$ cat src/rtl/dorf_pkg.sv
// ----------------------------------------------------------------------------
// dorf_pkg
// Types, command codes and defaults for the drop-oldest ring FIFO.
// ----------------------------------------------------------------------------
`timescale 1ns / 1ps

package dorf_pkg;

	localparam int DEF_RING_DEPTH  = 1024;
	localparam int DEF_PACKET_BITS = 64;

	localparam int PKT_FIELD_W   = 64;
	localparam int LEVEL_FIELD_W = 11;
	localparam int TOTAL_W       = 32;

	typedef enum logic [1:0] {
		CMD_ENQUEUE = 2'd0,
		CMD_DEQUEUE = 2'd1,
		CMD_PEEK    = 2'd2,
		CMD_CLEAR   = 2'd3
	} cmd_t;

	typedef struct packed {
		cmd_t                   command;
		logic [PKT_FIELD_W-1:0] packet_in;
	} in_item_t;

	typedef struct packed {
		logic                     status;
		logic [PKT_FIELD_W-1:0]   packet_out;
		logic                     packet_valid;
		logic                     dropped_now;
		logic [LEVEL_FIELD_W-1:0] fill_level;
		logic [LEVEL_FIELD_W-1:0] free_space;
		logic                     is_full;
		logic                     is_empty;
		logic [TOTAL_W-1:0]       dropped_total;
		logic [TOTAL_W-1:0]       written_total;
		logic [TOTAL_W-1:0]       replayed_total;
	} out_item_t;

	// per-command result flags from the control unit
	typedef struct packed {
		logic status;
		logic pvalid;
		logic dropped;
	} step_flags_t;

endpackage

$ cat src/rtl/dorf_ctrl.sv
// ----------------------------------------------------------------------------
// dorf_ctrl
// Pointer, fill count and total counters; issues at most one memory access per beat.
// ----------------------------------------------------------------------------
`timescale 1ns / 1ps

module dorf_ctrl #(
	parameter int RING_DEPTH  = 1024,
	parameter int PACKET_BITS = 64,
	localparam int AW = $clog2(RING_DEPTH),
	localparam int CW = $clog2(RING_DEPTH + 1)
) (
	input  logic                   clk,
	input  logic                   arst_n,
	input  logic                   fire,
	input  dorf_pkg::in_item_t     beat,
	output dorf_pkg::step_flags_t  flags,
	output logic [CW-1:0]          held,
	output logic [31:0]            drop_total,
	output logic [31:0]            write_total,
	output logic [31:0]            replay_total,
	output logic                   mem_we,
	output logic [AW-1:0]          mem_waddr,
	output logic [PACKET_BITS-1:0] mem_wdata,
	output logic                   mem_re,
	output logic [AW-1:0]          mem_raddr
);

	import dorf_pkg::*;

	logic [AW-1:0] wp_q, rp_q, wp_d, rp_d;
	logic [CW-1:0] cnt_q, cnt_d;
	logic [31:0]   drop_q, write_q, replay_q;
	logic          full, empty, we, re, do_write, do_replay;

	function automatic logic [AW-1:0] nxt(input logic [AW-1:0] p);
		return (p == AW'(RING_DEPTH - 1)) ? '0 : p + AW'(1);
	endfunction

	assign full  = (cnt_q == CW'(RING_DEPTH));
	assign empty = (cnt_q == '0);

	always_comb begin
		flags     = '0;
		we        = 1'b0;
		re        = 1'b0;
		do_write  = 1'b0;
		do_replay = 1'b0;
		wp_d      = wp_q;
		rp_d      = rp_q;
		cnt_d     = cnt_q;
		case (beat.command)
			CMD_ENQUEUE: begin
				we       = 1'b1;
				do_write = 1'b1;
				wp_d     = nxt(wp_q);
				if (full) begin
					// overwrite the oldest: head moves, level stays
					rp_d          = nxt(rp_q);
					flags.dropped = 1'b1;
				end else begin
					cnt_d = cnt_q + CW'(1);
				end
			end
			CMD_DEQUEUE, CMD_PEEK: begin
				if (empty) begin
					flags.status = 1'b1;
				end else begin
					re           = 1'b1;
					flags.pvalid = 1'b1;
					if (beat.command == CMD_DEQUEUE) begin
						do_replay = 1'b1;
						rp_d      = nxt(rp_q);
						cnt_d     = cnt_q - CW'(1);
					end
				end
			end
			CMD_CLEAR: begin
				wp_d  = '0;
				rp_d  = '0;
				cnt_d = '0;
			end
			default: ;
		endcase
	end

	always_ff @(posedge clk or negedge arst_n) begin
		if (!arst_n) begin
			wp_q     <= '0;
			rp_q     <= '0;
			cnt_q    <= '0;
			drop_q   <= '0;
			write_q  <= '0;
			replay_q <= '0;
		end else if (fire) begin
			wp_q  <= wp_d;
			rp_q  <= rp_d;
			cnt_q <= cnt_d;
			if (flags.dropped) drop_q   <= drop_q + 32'd1;
			if (do_write)      write_q  <= write_q + 32'd1;
			if (do_replay)     replay_q <= replay_q + 32'd1;
		end
	end

	assign mem_we    = fire && we;
	assign mem_waddr = wp_q;
	assign mem_wdata = beat.packet_in[PACKET_BITS-1:0];
	assign mem_re    = fire && re;
	assign mem_raddr = rp_q;

	assign held         = cnt_q;
	assign drop_total   = drop_q;
	assign write_total  = write_q;
	assign replay_total = replay_q;

endmodule

$ cat config.mk
export PLATFORM = sky130hd
export DESIGN_NAME = dorf_ctrl
export DESIGN_NICKNAME = d
export VERILOG_FILES = /design/src/rtl/dorf_pkg.sv /design/src/rtl/dorf_ctrl.sv
export SDC_FILE = /design/constraint.sdc
export NUM_CORES = 1
export LEC_CHECK = 0
export BUFFER_PORTS_ARGS = -buffer_cell sky130_fd_sc_hd__buf_2
export CAP_MARGIN = 20
export CORE_MARGIN = 1.5
export CORE_UTILIZATION = 45
export CTS_CLUSTER_DIAMETER = 80
export DETAILED_ROUTE_END_ITERATION = 6
export GPL_TIMING_DRIVEN = 0
export PLACE_DENSITY_LB_ADDON = 0.15
export RECOVER_POWER = 25
export SLEW_MARGIN = 30
export SYNTH_ARGS = -nofsm -noshare
export SYNTH_HDL_FRONTEND = slang
export SYNTH_SLANG_ARGS = --single-unit
$ cat constraint.sdc
create_clock -name clk -period 2.3 [get_ports clk]
set_input_delay 0.115 -clock clk [delete_from_list [all_inputs] [get_ports clk]]
set_output_delay 0.115 -clock clk [all_outputs]
set_load 0.01 [all_outputs]
# After elaboration in Yosys (flattened, before gate mapping)
# Cells that the tools add are included.
# word_totals
out_inout_bits	196
ff_bits	127
ram_bits	0
input_bits	69
romBits	0
word_cells	56
latchBits	0
n_memories	0
# op_classes
muxes	21
n_mul	0
shifts	0
eq_ne	10
addsub	7
reduce_logical	12
div	0
bitwise	0
n_lt_le_gt_ge	0
# ops
operator	count
adder 32 x 1 -> 32 bit, second input constant	3
2-to-1 mux 10 bit	5
2-to-1 mux 11 bit	3
one-hot mux 11 bit (3 select lines)	1
one-hot mux 10 bit (3 select lines)	1
adder 10 x 1 -> 10 bit, second input constant	2
equality test 10 bit, second input constant	2
one-hot mux 10 bit (2 select lines)	1
adder 11 x 1 -> 11 bit, second input constant	1
equality test 11 bit, second input constant	1
logical NOT 11 bit	1
subtractor 11 x 1 -> 11 bit, second input constant	1
2-to-1 mux 1 bit	9
!= test 2 bit, second input constant	4
AND reduction 2 bit	4
AND reduction 4 bit	2
equality test 2 bit, second input constant	2
equality test 2 x 1 -> 1 bit, second input constant	1
logical AND 1 bit	2
logical NOT 2 bit	1
2-to-1 mux 2 bit	1
nonzero test 2 bit	1
OR reduction 2 bit	1

# Longest topological paths before layout
# logic_depth
ltp_word	5
mapped_depth	9
ltp_nobuf	8

# Worst setup path after synthesis
# Ideal clock, no wire load.
# synth_timing
path_type	input to register
startpoint	input port beat[64] (netlist name)
endpoint	register cnt_q[7], in the netlist held[7]
arrival_ns	2.184
path_buffers	0
setup_ns	0.126
required_ns	2.174
stages	8
slack_ns	-0.010
cell_sequence	inv_1 ha_1 ha_1 and2_1 a221o_1 or2_1 a31o_2 a221o_1
# synth_between
elab_chain_cells	4
elab_cells_between_ends	10
classes_between	eq/ne: 6; mux: 1; reduce/logical: 3
# synth_rtl
item	line	rtl
from (decl)	dorf_ctrl.sv:16	input dorf_pkg::in_item_t beat,
equality test 2 x 1 -> 1 bit / equality test 2 bit (equally long branches)	dorf_ctrl.sv:52, dorf_ctrl.sv:71	
OR reduction 2 bit	dorf_ctrl.sv:52	case (beat.command)
!= test 2 bit (no line)	n/a	
AND reduction 4 bit (no line)	n/a	
to (signal assigned)	dorf_ctrl.sv:98	cnt_q <= cnt_d;
to (decl)	dorf_ctrl.sv:32	logic [CW-1:0] cnt_q, cnt_d;
# Parallel ways exist; a longest one is shown, timed or not.
# A chain may end at the register's enable or synchronous reset.

# Final worst setup path
# layout_timing
startpoint	register cnt_q[3], in the netlist held[3]
endpoint	register cnt_q[7], in the netlist held[7]
# layout_between
elab_chain_cells	4
elab_cells_between_ends	11
classes_between	add/sub: 2; eq/ne: 3; mux: 4; reduce/logical: 2
# layout_rtl
item	line	rtl
subtractor 11 x 1 -> 11 bit	dorf_ctrl.sv:74	cnt_d = cnt_q - CW'(1);
2-to-1 mux 11 bit	dorf_ctrl.sv:71	if (beat.command == CMD_DEQUEUE) begin
2-to-1 mux 11 bit	dorf_ctrl.sv:66	if (empty) begin
one-hot mux 11 bit (3 select lines)	dorf_ctrl.sv:52	
# Parallel ways exist; a longest one is shown, timed or not. The select of a mux whose other input is x is not followed.

==> metrics.md <==
| Metric | Value |
|---|---|
| Max FO, Critical Path | 4 |
| TritonCTS buffer count | 17 |
| Drt pass-1 iters | 4 |
| CTS tree | done |
| Via-to-Cell Ratio | 5.07 |
| Min-Delay Path Class | input port to flop |
| Crit Reg-Reg Startpoint | held[3] |
| Vias in the first global route | 5,243 |
| GRT overflow | 0 |
| Critical Path RT | 2.59 ns |
| First-pass GRT wire length | 25.7 mm |
| CTS Root Buffer Type | clkbuf_16 |
| Most common cell after layout, fill and taps aside | buf_2 |
| Core area | 15,300 sq um |
| # diodes | 0 |
| Post-synth top area share | 0.451 |
| CTS sink count | 127 |
| Outcome | completed |
| Arrival time at the worst endpoint | 2.53 ns |
| Tmin final | 2.24 ns |
| Die Area | 16,400 sq um |
| Layout cells sized above 1 | 0.299 |
| Crit start category | flop |
| Leakage | 0.00455 uW |
| DRT iter0 DRCs | 240 |
| Max-cap violations | 0 |
| CP max stage delay | 0.43 ns |
| Commonest cells after routing, fill and taps aside | buf_2 (137), dfrtp_1 (123), clkbuf_1 (70), buf_4 (68), nand2_1 (67) |
| Synth async-reset ratio | 1.00 |
| # nets final | 1,001 |
| Fin. max-slew vios | 0 |
| H-tree depth | 4 |
| Initial Util | 0.462 |
| Max VDD drop | 0.542 mV |
| Via Count | 5,755 |
| Synth Register Bits | 127 |
| Residual DRC | 0 |
| Row count | 45 |
| Yosys warns | 0 |
| Synth Flop Type | dfrtp_1 |
| Initial antenna violation count | 0 |
| Critical path type | flop to flop |
| Inst Count DP | 1,101 |
| Worst path slowest cell | dfrtp_1 |
| IO buf count | 200 |
| Clk_lat worst skew | 0.41 ns |
| Max-slew headroom | 0.0220 |
| Crit-path cells | ha_1 > and2_1 > a221o_1 > or2_1 > a31o_2 > a221o_1 |
| Fillers | 1,420 |
| Gate Count Post-Synth | 689 |
| Area growth syn-to-layout | 26.1% |
| Post-synthesis sequential area ratio | 0.451 |
| Largest cells by area after synthesis | dfrtp_1 (45%), buf_4 (6.9%), xnor2_1 (6.5%) |
| Worst Tran Pin Value | 1.47 ns |
| Post-synth EDFFs | 0 |
| Fin util | 0.583 |
| Synthesized area per cell | 10.2 sq um |
| Worst-path clk slew | 0.06 ns |
| Setup violations, final | 0 |
| GRT Overall Usage | 0.197 |
| Fmax | 446 MHz |
| Routability congestion estimate | 0.827 |
| Post-synth cell types | 67 |
| Post-detailed-placement half-perimeter wirelength | 11.7 mm |
| Area leader, netlist | dfrtp_1 |
| Top-level I/O count | 265 |
| Post-layout instance area | 8900 sq um |
| Worst Path Buf+Inv | 0 |
| Cell family contributing the most delay on the critical path | compound AO/OA/AOI/OAI gates |
| RSZ-0062 raised after global routing | yes |
| Synthesized area | 7050 sq um |
| Period utilisation layout | 0.975 |
| Deepest clock path buffer count | 2 |
| Cell mode on critical path | a221o_1 |
| Drt total wl | 16.0 mm |
| DIE HEIGHT | 128 microns |
| Syn nets | 778 |
| Final Hold Violating Endpoints | 0 |
| Routed Antenna Nets | 0 |
| PwrDens | 827 nW/um^2 |
| CP Capture Type | flop |
| Critical Path Start | held[3] |
| Clk_skew | 0.00841 ns |
| DR WL/cell | 14.1 microns |
| Dpl cell area | 8360 sq um |
| Min-delay src | fire |
| Largest net degree at the start of global routing | 74 |
| Fin cells | 1,136 |
| Die X | 128 microns |
stage by stage:
stage / total power, uW / hold WS, ns / setup TNS, ns / worst slack, ns
final: 7360 / 0.182 / 0 / 0.0574
after global placement: 4660 / 0.414 / -82.00 / -0.652
after floorplan: 4050 / -0.181 / 0 / 0.0670
after CTS: 7400 / 0.181 / 0 / 0.0521
after detailed placement: 4690 / 0.0636 / -0.548 / -0.257
after global routing: 7790 / 0.212 / -0.0144 / -0.0129
cells in the mapped netlist (6+ instances only):
library cell	instances
dfrtp_1	127
nand2_1	67
buf_4	65
xnor2_1	52
xor2_1	49
nor2_1	48
nand3_1	32
and3_1	25
nand4_1	23
nor3_1	21
ha_1	19
inv_1	19
o21ai_0	14
a21o_1	8
and4_1	8
o31ai_1	7
a21oi_1	6
clkbuf_1	6
nand2b_1	6
report_power, final:
| part | internal [uW] | total (uW) | switching, uW |
|---|---|---|---|
| Combinational | 875 | 1920 | 1040 |
| Clock | 1520 | 2620 | 1090 |
| Sequential | 2480 | 2820 | 348 |
per-layer routing:
metal  share of wire  vias up  GRT usage
met5               0        -          0
met4           0.021        0     0.0853
met3           0.059       23     0.0497
met2            0.46      207      0.305
met1            0.46     2724      0.264
li1                -     2801          -
path summary, 6_finish.rpt:
check,slack (ns),cells after the start,endpoint
worst max-delay path,0.06,6,held[7]
worst min-delay path,0.18,3,write_total[0]
worst max register to register,0.06,6,held[7]
worst min register to register,0.46,1,drop_total[31]
max in group asynchronous,0.70,3,write_total[1]
min in group asynchronous,0.58,2,drop_total[25]
cell type report:
cell class | instances | area, sq um | share of cell area
clock inverters | 15 | 153 | 0.0172
well taps | 211 | 264 | 0.0297
multi-input cells | 465 | 3270 | 0.367
repair buffers | 205 | 981 | 0.110
inverters | 20 | 75.1 | 0.00844
flip-flops and latches | 127 | 3180 | 0.358
clock buffers | 17 | 425 | 0.0478
plain buffers | 76 | 551 | 0.0619
tightest hold or removal path, cell delays in order:
cell and delay (ns):
buf_2 0.15, nand2_1 0.20, xnor2_1 0.09
flip-flops by register name (all words and copies together) (netlist names):
signal,flops
mem_raddr,10
write_total,32
held,11
drop_total,32
replay_total,32
mem_waddr,10
cell families (layout without fill, tap and decap cells):
kind of cell,count (synthesis),in the layout,synth area share
mux,3,3,0.00479
xor+xnor,101,101,0.125
simple gates,268,268,0.212
flops,127,127,0.451
fa+ha+maj,20,20,0.0365
compound gates,73,73,0.0800
buf+inv,97,333,0.0903
repair_timing:
item	4_1_cts	5_1_grt
setup buffers	3	0
hold buffers	1	0
endpoints found under the hold margin	54	0
gates resized for setup	4	7
pin swaps	3	1
setup endpoints to repair	4	4
gates cloned	0	0
(Power assumes the default switching activity.)
